`src/ipv4_relay_header_rewrite_defines.svh`:
```
// assertion macros shared by the relay rewrite design
`ifndef IPV4_RELAY_HEADER_REWRITE_DEFINES_SVH
`define IPV4_RELAY_HEADER_REWRITE_DEFINES_SVH

// same-cycle implication, checked on i_clk outside reset
`define IRHR_ASSERT_NOW(label, ante, cons, msg) \
    label: assert property (@(posedge i_clk) disable iff (!i_rst_n) (ante) |-> (cons)) \
        else $error(msg);

// next-cycle implication, checked on i_clk outside reset
`define IRHR_ASSERT_NEXT(label, ante, cons, msg) \
    label: assert property (@(posedge i_clk) disable iff (!i_rst_n) (ante) |=> (cons)) \
        else $error(msg);

`endif

```
`src/irhr_pkg.sv`:
```
`timescale 1ns / 1ps

package irhr_pkg;

    localparam logic [15:0] ETHERTYPE_IPV4 = 16'h0800;

    // register reset values
    localparam logic [31:0] RST_HOST_A_IP      = 32'h0A00_0002;
    localparam logic [31:0] RST_HOST_B_IP      = 32'h0A00_0003;
    localparam logic [31:0] RST_GATEWAY_IP     = 32'h0A00_000A;
    localparam logic [31:0] RST_MAC_PREFIX     = 32'hDEAD_BEEF;
    localparam logic [7:0]  RST_HOST_A_MAC_LOW = 8'h02;
    localparam logic [7:0]  RST_HOST_B_MAC_LOW = 8'h03;
    localparam logic [7:0]  RST_GW_MAC_LOW     = 8'h0A;

    // register indexes (byte address / 4)
    typedef enum logic [2:0] {
        REG_HOST_A_IP      = 3'd0,
        REG_HOST_B_IP      = 3'd1,
        REG_GATEWAY_IP     = 3'd2,
        REG_MAC_PREFIX     = 3'd3,
        REG_HOST_A_MAC_LOW = 3'd4,
        REG_HOST_B_MAC_LOW = 3'd5,
        REG_GW_MAC_LOW     = 3'd6
    } t_reg_idx;

    typedef struct packed {
        logic [31:0] host_a_ip;
        logic [31:0] host_b_ip;
        logic [31:0] gateway_ip;
        logic [31:0] mac_prefix;
        logic [7:0]  host_a_mac_low;
        logic [7:0]  host_b_mac_low;
        logic [7:0]  gateway_mac_low;
    } t_cfg;

    typedef struct packed {
        logic [15:0] ether_type;
        logic [15:0] ver_ihl_tos;
        logic [15:0] total_length;
        logic [15:0] ident;
        logic [15:0] flags_fragment;
        logic [15:0] ttl_proto;
        logic [31:0] in_src_ip;
    } t_hdr;

    typedef struct packed {
        logic        action;
        logic [47:0] dst_mac;
        logic [47:0] src_mac;
        logic [31:0] out_src_ip;
        logic [31:0] out_dst_ip;
        logic [15:0] header_checksum;
    } t_result;

endpackage

```
`src/ipv4_relay_header_rewrite.sv`:
```
`timescale 1ns / 1ps
// r_hdr and r_in_valid register the word, r_res and r_out_valid the result
// throughput: one word per cycle, o_busy is always low
// the receiver cannot stall: o_valid is high for exactly one cycle per word
// synchronous active-low reset clears the valid flags and loads register defaults
`include "ipv4_relay_header_rewrite_defines.svh"

module ipv4_relay_header_rewrite (
    input  logic        i_clk,
    input  logic        i_rst_n,
    // apb configuration port
    input  logic        psel,
    input  logic        penable,
    input  logic        pwrite,
    input  logic [4:0]  paddr,
    input  logic [31:0] pwdata,
    output logic [31:0] prdata,
    output logic        pready,
    // command side
    input  logic        i_start,
    output logic        o_busy,
    input  logic [15:0] i_ether_type,
    input  logic [15:0] i_ver_ihl_tos,
    input  logic [15:0] i_total_length,
    input  logic [15:0] i_ident,
    input  logic [15:0] i_flags_fragment,
    input  logic [15:0] i_ttl_proto,
    input  logic [31:0] i_in_src_ip,
    // result side
    output logic        o_valid,
    output logic        o_action,
    output logic [47:0] o_dst_mac,
    output logic [47:0] o_src_mac,
    output logic [31:0] o_out_src_ip,
    output logic [31:0] o_out_dst_ip,
    output logic [15:0] o_header_checksum
);

    irhr_pkg::t_cfg    r_cfg;
    irhr_pkg::t_hdr    r_hdr;
    irhr_pkg::t_result w_res;
    irhr_pkg::t_result r_res;
    logic              r_in_valid;
    logic              r_out_valid;
    logic              w_wr;
    logic              w_accept;
    logic [2:0]        w_idx;

    assign pready   = 1'b1;
    assign o_busy   = 1'b0;
    assign w_accept = i_start && !o_busy;
    assign w_wr     = psel && penable && pwrite && pready;
    assign w_idx    = paddr[4:2];

    // configuration registers
    always_ff @(posedge i_clk) begin
        if (!i_rst_n) begin
            r_cfg.host_a_ip       <= irhr_pkg::RST_HOST_A_IP;
            r_cfg.host_b_ip       <= irhr_pkg::RST_HOST_B_IP;
            r_cfg.gateway_ip      <= irhr_pkg::RST_GATEWAY_IP;
            r_cfg.mac_prefix      <= irhr_pkg::RST_MAC_PREFIX;
            r_cfg.host_a_mac_low  <= irhr_pkg::RST_HOST_A_MAC_LOW;
            r_cfg.host_b_mac_low  <= irhr_pkg::RST_HOST_B_MAC_LOW;
            r_cfg.gateway_mac_low <= irhr_pkg::RST_GW_MAC_LOW;
        end else if (w_wr) begin
            unique case (w_idx)
                irhr_pkg::REG_HOST_A_IP:      r_cfg.host_a_ip       <= pwdata;
                irhr_pkg::REG_HOST_B_IP:      r_cfg.host_b_ip       <= pwdata;
                irhr_pkg::REG_GATEWAY_IP:     r_cfg.gateway_ip      <= pwdata;
                irhr_pkg::REG_MAC_PREFIX:     r_cfg.mac_prefix      <= pwdata;
                irhr_pkg::REG_HOST_A_MAC_LOW: r_cfg.host_a_mac_low  <= pwdata[7:0];
                irhr_pkg::REG_HOST_B_MAC_LOW: r_cfg.host_b_mac_low  <= pwdata[7:0];
                irhr_pkg::REG_GW_MAC_LOW:     r_cfg.gateway_mac_low <= pwdata[7:0];
                default: begin
                end
            endcase
        end
    end

    // register read back
    always_comb begin
        unique case (w_idx)
            irhr_pkg::REG_HOST_A_IP:      prdata = r_cfg.host_a_ip;
            irhr_pkg::REG_HOST_B_IP:      prdata = r_cfg.host_b_ip;
            irhr_pkg::REG_GATEWAY_IP:     prdata = r_cfg.gateway_ip;
            irhr_pkg::REG_MAC_PREFIX:     prdata = r_cfg.mac_prefix;
            irhr_pkg::REG_HOST_A_MAC_LOW: prdata = {24'h0, r_cfg.host_a_mac_low};
            irhr_pkg::REG_HOST_B_MAC_LOW: prdata = {24'h0, r_cfg.host_b_mac_low};
            irhr_pkg::REG_GW_MAC_LOW:     prdata = {24'h0, r_cfg.gateway_mac_low};
            default:                      prdata = 32'h0;
        endcase
    end

    // input register
    always_ff @(posedge i_clk) begin
        if (!i_rst_n) begin
            r_in_valid <= 1'b0;
        end else begin
            r_in_valid <= w_accept;
        end
    end

    always_ff @(posedge i_clk) begin
        if (w_accept) begin
            r_hdr.ether_type     <= i_ether_type;
            r_hdr.ver_ihl_tos    <= i_ver_ihl_tos;
            r_hdr.total_length   <= i_total_length;
            r_hdr.ident          <= i_ident;
            r_hdr.flags_fragment <= i_flags_fragment;
            r_hdr.ttl_proto      <= i_ttl_proto;
            r_hdr.in_src_ip      <= i_in_src_ip;
        end
    end

    // decision and checksum logic
    irhr_core u_core (
        .i_cfg (r_cfg),
        .i_hdr (r_hdr),
        .o_res (w_res)
    );

    // result register
    always_ff @(posedge i_clk) begin
        if (!i_rst_n) begin
            r_out_valid <= 1'b0;
        end else begin
            r_out_valid <= r_in_valid;
        end
    end

    always_ff @(posedge i_clk) begin
        if (r_in_valid) begin
            r_res <= w_res;
        end
    end

    assign o_valid           = r_out_valid;
    assign o_action          = r_res.action;
    assign o_dst_mac         = r_res.dst_mac;
    assign o_src_mac         = r_res.src_mac;
    assign o_out_src_ip      = r_res.out_src_ip;
    assign o_out_dst_ip      = r_res.out_dst_ip;
    assign o_header_checksum = r_res.header_checksum;

    // checks
    `IRHR_ASSERT_NEXT(a_accept_loads, w_accept, r_in_valid, "accepted word not registered")
    `IRHR_ASSERT_NEXT(a_no_spurious, !r_in_valid, !o_valid, "result strobe without a word")
    `IRHR_ASSERT_NOW(a_drop_zero, o_valid && !o_action,
        (o_header_checksum == 16'h0) && (o_dst_mac == 48'h0) && (o_out_dst_ip == 32'h0),
        "dropped word carries nonzero fields")
    `IRHR_ASSERT_NEXT(a_fwd_ipv4, r_in_valid && w_res.action,
        o_valid && o_action && ($past(r_hdr.ether_type) == irhr_pkg::ETHERTYPE_IPV4),
        "forwarded word was not ipv4")

endmodule

```
`src/irhr_core.sv`:
```
`timescale 1ns / 1ps

module irhr_core (
    input  irhr_pkg::t_cfg    i_cfg,
    input  irhr_pkg::t_hdr    i_hdr,
    output irhr_pkg::t_result o_res
);

    logic        w_is_ipv4;
    logic        w_from_a;
    logic        w_from_b;
    logic [31:0] w_peer_ip;
    logic [7:0]  w_peer_mac;
    logic [19:0] w_sum;
    logic [16:0] w_fold1;
    logic [16:0] w_fold2;

    // classify the frame and pick the peer, host a match wins
    always_comb begin
        w_is_ipv4 = (i_hdr.ether_type == irhr_pkg::ETHERTYPE_IPV4);
        w_from_a  = (i_hdr.in_src_ip == i_cfg.host_a_ip);
        w_from_b  = (i_hdr.in_src_ip == i_cfg.host_b_ip);
        priority if (w_from_a) begin
            w_peer_ip  = i_cfg.host_b_ip;
            w_peer_mac = i_cfg.host_b_mac_low;
        end else begin
            w_peer_ip  = i_cfg.host_a_ip;
            w_peer_mac = i_cfg.host_a_mac_low;
        end
    end

    // ones'-complement sum of the base header, check word as zero
    always_comb begin
        w_sum = 20'(i_hdr.ver_ihl_tos) + 20'(i_hdr.total_length) + 20'(i_hdr.ident)
              + 20'(i_hdr.flags_fragment) + 20'(i_hdr.ttl_proto)
              + 20'(i_cfg.gateway_ip[31:16]) + 20'(i_cfg.gateway_ip[15:0])
              + 20'(w_peer_ip[31:16]) + 20'(w_peer_ip[15:0]);
        w_fold1 = 17'(w_sum[15:0]) + 17'(w_sum[19:16]);
        w_fold2 = 17'(w_fold1[15:0]) + 17'(w_fold1[16]);
    end

    // result word, all zero on drop
    always_comb begin
        o_res = '0;
        if (w_is_ipv4 && (w_from_a || w_from_b)) begin
            o_res.action          = 1'b1;
            o_res.dst_mac         = {i_cfg.mac_prefix, 8'h00, w_peer_mac};
            o_res.src_mac         = {i_cfg.mac_prefix, 8'h00, i_cfg.gateway_mac_low};
            o_res.out_src_ip      = i_cfg.gateway_ip;
            o_res.out_dst_ip      = w_peer_ip;
            o_res.header_checksum = ~w_fold2[15:0];
        end
    end

endmodule
```
`config.mk`:
```
export PLATFORM = sky130hd
export DESIGN_NAME = ipv4_relay_header_rewrite
export DESIGN_NICKNAME = d
export VERILOG_FILES = /design/src/irhr_pkg.sv /design/src/ipv4_relay_header_rewrite.sv /design/src/irhr_core.sv
export VERILOG_INCLUDE_DIRS = /design/src /design/src/src
export SDC_FILE = /design/constraint.sdc
export NUM_CORES = 1
export LEC_CHECK = 0
export ABC_AREA = 1
export BUFFER_PORTS_ARGS = -buffer_cell sky130_fd_sc_hd__buf_2
export CAP_MARGIN = 10
export CORE_MARGIN = 3
export CORE_UTILIZATION = 55
export DETAILED_ROUTE_END_ITERATION = 7
export PLACE_DENSITY = 0.84
export SLEW_MARGIN = 30
export SYNTH_ARGS = -nofsm -noshare
export SYNTH_HDL_FRONTEND = slang
export SYNTH_SLANG_ARGS = --single-unit
export TNS_END_PERCENT = 100
```
`constraint.sdc`:
```
create_clock -name i_clk -period 18.5 [get_ports i_clk]
set_clock_uncertainty 0.2 [all_clocks]
set_input_delay 4.625 -clock i_clk [delete_from_list [all_inputs] [get_ports i_clk]]
set_output_delay 4.625 -clock i_clk [all_outputs]
set_load 0.03 [all_outputs]
```
# Word level (Yosys, flattened, before mapping)
# Cells that the tools add are included.
[totals] regBits=459 output_inout_bits=212 inputBits=171
[classes] bitwise_logic=1 addsub=10 reduce_logical=12 n_eq_ne=9 muxes=4
[op_table] operator="32-bit case mux with 7 select lines" n=1
[op_table] operator="177-bit 2-to-1 mux" n=1
[op_table] operator="20-bit by 16-bit adder with 20-bit output" n=7
[op_table] operator="32-bit equality test" n=2
[op_table] operator="32-bit 2-to-1 mux" n=1
[op_table] operator="16-bit by 16-bit adder with 17-bit output" n=1
[op_table] operator="16-bit by 4-bit adder with 17-bit output" n=1
[op_table] operator="16-bit by 1-bit adder with 16-bit output" n=1
[op_table] operator="16-bit by 12-bit equality test with 1-bit output, second input constant" n=1
[op_table] operator="16-bit inverter" n=1
[op_table] operator="2-bit AND reduction" n=7
[op_table] operator="3-bit equality test, second input constant" n=3
[op_table] operator="8-bit 2-to-1 mux" n=1
[op_table] operator="3-bit by 2-bit equality test with 1-bit output, second input constant" n=2
[op_table] operator="3-bit by 1-bit equality test with 1-bit output, second input constant" n=1
[op_table] operator="1-bit logical AND" n=3
[op_table] operator="3-bit zero test" n=1
[op_table] operator="1-bit logical OR" n=1

# Longest topological paths before layout
[logic_depth] ltp_word=12 ltp_mapped=54 depth_no_buf=53

# Hierarchy
# A second synthesis with hierarchy kept.
[unflattened] hier_cells=2515 area_unflattened_um2=23343.6
[modules_own_cells] module="ipv4_relay_header_rewrite" n_inst=1 area_each_um2=16548.4 cells_each=1500 seq_area_each_um2=12241.7
[modules_own_cells] module="irhr_core" n_inst=1 area_each_um2=6795.3 cells_each=1015 seq_area_each_um2=0.0

# Worst setup path after synthesis
# Ideal clock, no wire load.
[synth_path] kind="input to output" from="input port paddr[3]" to="output port prdata[10]" n_path_buf=2 arrival_time_ps=6047 slack_ps=7628 cell_stages=6 cell_sequence="inv_1 -> nor3_2 -> inv_1 -> clkbuf_1 -> clkbuf_1 -> o21ai_0"
[synth_between] elab_chain_cells=2 elab_cells_between_ends=8 classes_between="6 x eq/ne; 1 x mux; 1 x reduce/logical"
[synth_rtl] element="start, declared" line_no="ipv4_relay_header_rewrite.sv:15" text="input logic [4:0] paddr,"
[synth_rtl] element="3-bit equality test, or another cell as far along" line_no="ipv4_relay_header_rewrite.sv:82" text="unique case (w_idx)"
[synth_rtl] element="32-bit case mux with 7 select lines *" line_no="ipv4_relay_header_rewrite.sv:82"
[synth_rtl] element="end, declared" line_no="ipv4_relay_header_rewrite.sv:17" text="output logic [31:0] prdata,"
# Mark *: on every way between the ends. The rest lies on a longest branch, timed or not.

# Worst setup path in the final report
[layout_path] from="input port paddr[4]" to="output port prdata[25]"
# The elaborated chain is that of the path after synthesis.

==> reports/summary.md <==
- count of final hold-check violations: 0
- row count: 71
- Post-Synthesis Cell Area: 21250 sq um
- count of hold buffers inserted by post-cts repair: 0
- post-synthesis to final-layout area growth: 16.19%
- Die Area: 41040 sq um
- vias in the first global route: 16210
- vias per cell: 5.511
- Crit path required time: 13.68 ns
- CTS tree: built
- CTS root buffer: sky130_fd_sc_hd__clkbuf_16
- most prevalent standard cell on the critical path: sky130_fd_sc_hd__buf_2
- ordered list of cells on the worst path: buf_2 -> inv_1 -> nand2_1 -> buf_4 -> clkinv_1 -> a221oi_1 -> o21ai_0 -> buf_2
- xor-xnor portion of the synthesized cell area: 2.714%
- area share of the leading cell type in the synthesized netlist: 36.31%
- initial antenna violation count: 3
- Sequential cell area: 10800 sq um
- router iterations before antenna repair: 5
- remaining antenna violation count after routing: 0
- critical path type: in2out
- Std-Cell Core Area: 37840 sq um
- fraction of the yosys area taken by sequential cells: 50.82%
- worst stage delay on the critical path: 0.75 ns
- LEAKAGE: 10.68 nW
- final critical-path required period: 11.96 ns
- part of the cycle the worst path needs: 64.65%
- number of gates given a new drive strength after cts: 0
- setup repair after global routing missed its margin: no
- synthesized instance count: 2157
- post-route cell area: 24700 sq um
- first-pass GRT wire length: 93390 microns
- arrival time of the worst setup path: 7.13 ns
- most common cell after layout, fill and taps aside: sky130_fd_sc_hd__buf_2
- grt total ovfl: 0
- post-synth top area cell: sky130_fd_sc_hd__edfxtp_1
- via count of the routed design: 16630
- GRT Total Usage: 29.80%
- reg-to-reg critical path startpoint: r_hdr[4]
- TritonCTS Buffers: 44
- synthesized-area fraction occupied by ao, oa, aoi and oai cells: 10.45%
- end of the worst register-to-register path: o_header_checksum[12]
- htree depth: 2
- Placed Area: 23120 sq um
- DPL Wire Length: 46130 microns
- post-synthesis share of cell area spent on and, or, nand and nor gates: 15.20%
- Distinct cells, synth: 49
- final-layout worst hold slack: 0.2952 ns
- net total in the final layout: 2781
- crit path max-delay cell type: sky130_fd_sc_hd__a221oi_1
- Placed Cells: 2935
- slew at the pin closest to its max-slew limit: 1.056 ns
- kind of capture point of the worst setup path: primary output
- number of cell instances on the worst register-to-register path: 47
- maximum number of pins on one net before global-route repair: 98
- buffer count from post-CTS setup fixing: 0
- Starting DRT DRC Count: 1444
- Die X: 202.6 microns
- Hold/Removal Path Class: reg2reg
- total power density per cell area: 158.7 nW/um^2
- first element of the critical path: paddr[4]
- aggregate negative setup slack: 0 ns
- CTS clk-pin slew, worst paths: 0.06 ns
- fraction of layout instances using a drive strength above 1: 22.99%
- number of violations of the max-capacitance limit: 0
- crit path capture: prdata[25]
- Synth Area in Adders: 11.67%
- most area-consuming cells after synthesis: sky130_fd_sc_hd__edfxtp_1, sky130_fd_sc_hd__dfxtp_1, sky130_fd_sc_hd__fa_1
- Hold Startpoint: r_cfg[38]
- commonest non-fill, non-tap cells in the layout: sky130_fd_sc_hd__buf_2, sky130_fd_sc_hd__nand2_1, sky130_fd_sc_hd__inv_1, sky130_fd_sc_hd__edfxtp_1, sky130_fd_sc_hd__nor2_1
- Final Routed Wirelength: 61750 microns
- clock latency on the worst-skew pair: 0.58 ns
- non-filler cells, final: 3018
- final weighted congestion in routability-driven placement: 0.9683
- Post-route DRC: 0
- Mean Syn Cell Area: 9.854 sq um
- combinational family with the most area after synthesis: simple AND/OR/NAND/NOR gates
- kind of launch point of the worst setup path: primary input
- Worst IR Drop VDD: 155.0 uV
- footprint of the multi-input gates: 8606 sq um
- layout filler cell count: 3032
- maximum clock frequency: 83.62 MHz
- CTS sink cnt: 411
- worst-case headroom to the max-slew limit: 29.52%
- multiplexer fraction of the synthesized cell area: 0.09419%
- starting density of the core: 56.16%
- Longest Clk Path Bufs: 3
- number of I/O port buffers: 362
- number of warnings printed during yosys synthesis: 0
- Die Y: 202.6 microns
- flop2flop setup slack: 8.32 ns
- Pins Over Slew Limit: 0
- Crit Path Max Fanout: 17
- number of register bits inferred by synthesis: 411
- status: completed
- number of top-level design ports: 383
- final setup violation count: 0
- DR WL/cell: 20.46 microns
==> cell type report <==
class / count / share of cell area, %
Antenna cell: 2 / 0.02027
Clock buffer: 56 / 4.975
Clock inverter: 25 / 1.353
Inverter: 309 / 4.717
Multi-Input combinational cell: 1330 / 34.85
Sequential cell: 411 / 43.75
Tap cell: 511 / 2.589
Timing Repair Buffer: 374 / 7.752
==> cell usage after synthesis (all sizes together) <==
cell type and count:
mux2i 2, nor3 11, o21ai 158, edfxtp 257
dfxtp 154, a41oi 1, nand3 65, nor3b 1
conb 2, o22ai 9, o2111ai 5, ha 43
buf 72, a21oi 145, nand2 337, clkinv 3
xnor2 48, nor2 261, xor2 17, a22oi 2
nand3b 1, o221ai 2, a31oi 2, clkbuf 51
or2 10, o21bai 2, a21boi 1, nand4 17
fa 97, a221oi 29, inv 306, a21o 1
o211ai 33, nor4 10, and2 2
==> sequential cells by signal, summed over array words and instances (netlist names), 8 cells and up <==
| name | flops |
|---|---|
| o_dst_mac | 40 |
| o_header_checksum | 16 |
| o_out_dst_ip | 32 |
| o_out_src_ip | 32 |
| o_src_mac | 8 |
| r_cfg | 152 |
| r_hdr | 128 |
==> how the worst min path moves through the flow <==
| stage | end | cells past startpoint |
|---|---|---|
| after floorplan | r_cfg[17] | 2 |
| after global placement | r_cfg[44] | 2 |
| after detailed placement | r_cfg[44] | 2 |
| after CTS | r_cfg[2] | 2 |
| after global routing | r_cfg[9] | 2 |
| final | r_cfg[38] | 2 |
==> per-layer routing <==
metal	GRT usage, %	wire (microns)	up-vias
met5	0	13	-
met3	5.147	5123	171
met4	12.94	2848	2
li1	-	-	7675
met1	38.96	24160	7885
met2	49.33	29610	899
==> power breakdown <==
| part | leakage, nW | switching, mW | total (mW) | internal (mW) |
|---|---|---|---|---|
| sequential | 3.74 | 0.0245 | 1.04 | 1.01 |
| clock | 0.761 | 0.379 | 0.951 | 0.572 |
| combinational | 6.18 | 1.32 | 1.93 | 0.612 |
==> critical path, delay by kind of cell <==
family	cells	cell delay, ns
AO/OA/AOI/OAI	2	0.98
buffers and inverters	5	1.43
AND/OR/NAND/NOR	1	0.07
==> per-stage QoR <==
| stage | setup slack [ns] | power [mW] | util, % |
|---|---|---|---|
| after floorplan | 7.628 | 2.547 | - |
| after global placement | 6.776 | 2.891 | 61.09 |
| after detailed placement | 6.667 | 2.954 | 61.10 |
| after CTS | 6.675 | 3.909 | 65.23 |
| after global routing | 6.540 | 4.253 | 65.25 |
| final | 6.540 | 3.919 | 65.26 |
==> logic make-up after synthesis <==
logic type,Yosys count
and+or+nand+nor,715
buffers and inverters,432
DFF,411
AOI/OAI and AO/OA,390
adders and majority gates,140
xor gates and xnor gates,65
other,2
muxes,2
Power figures use the tool's default switching activity.
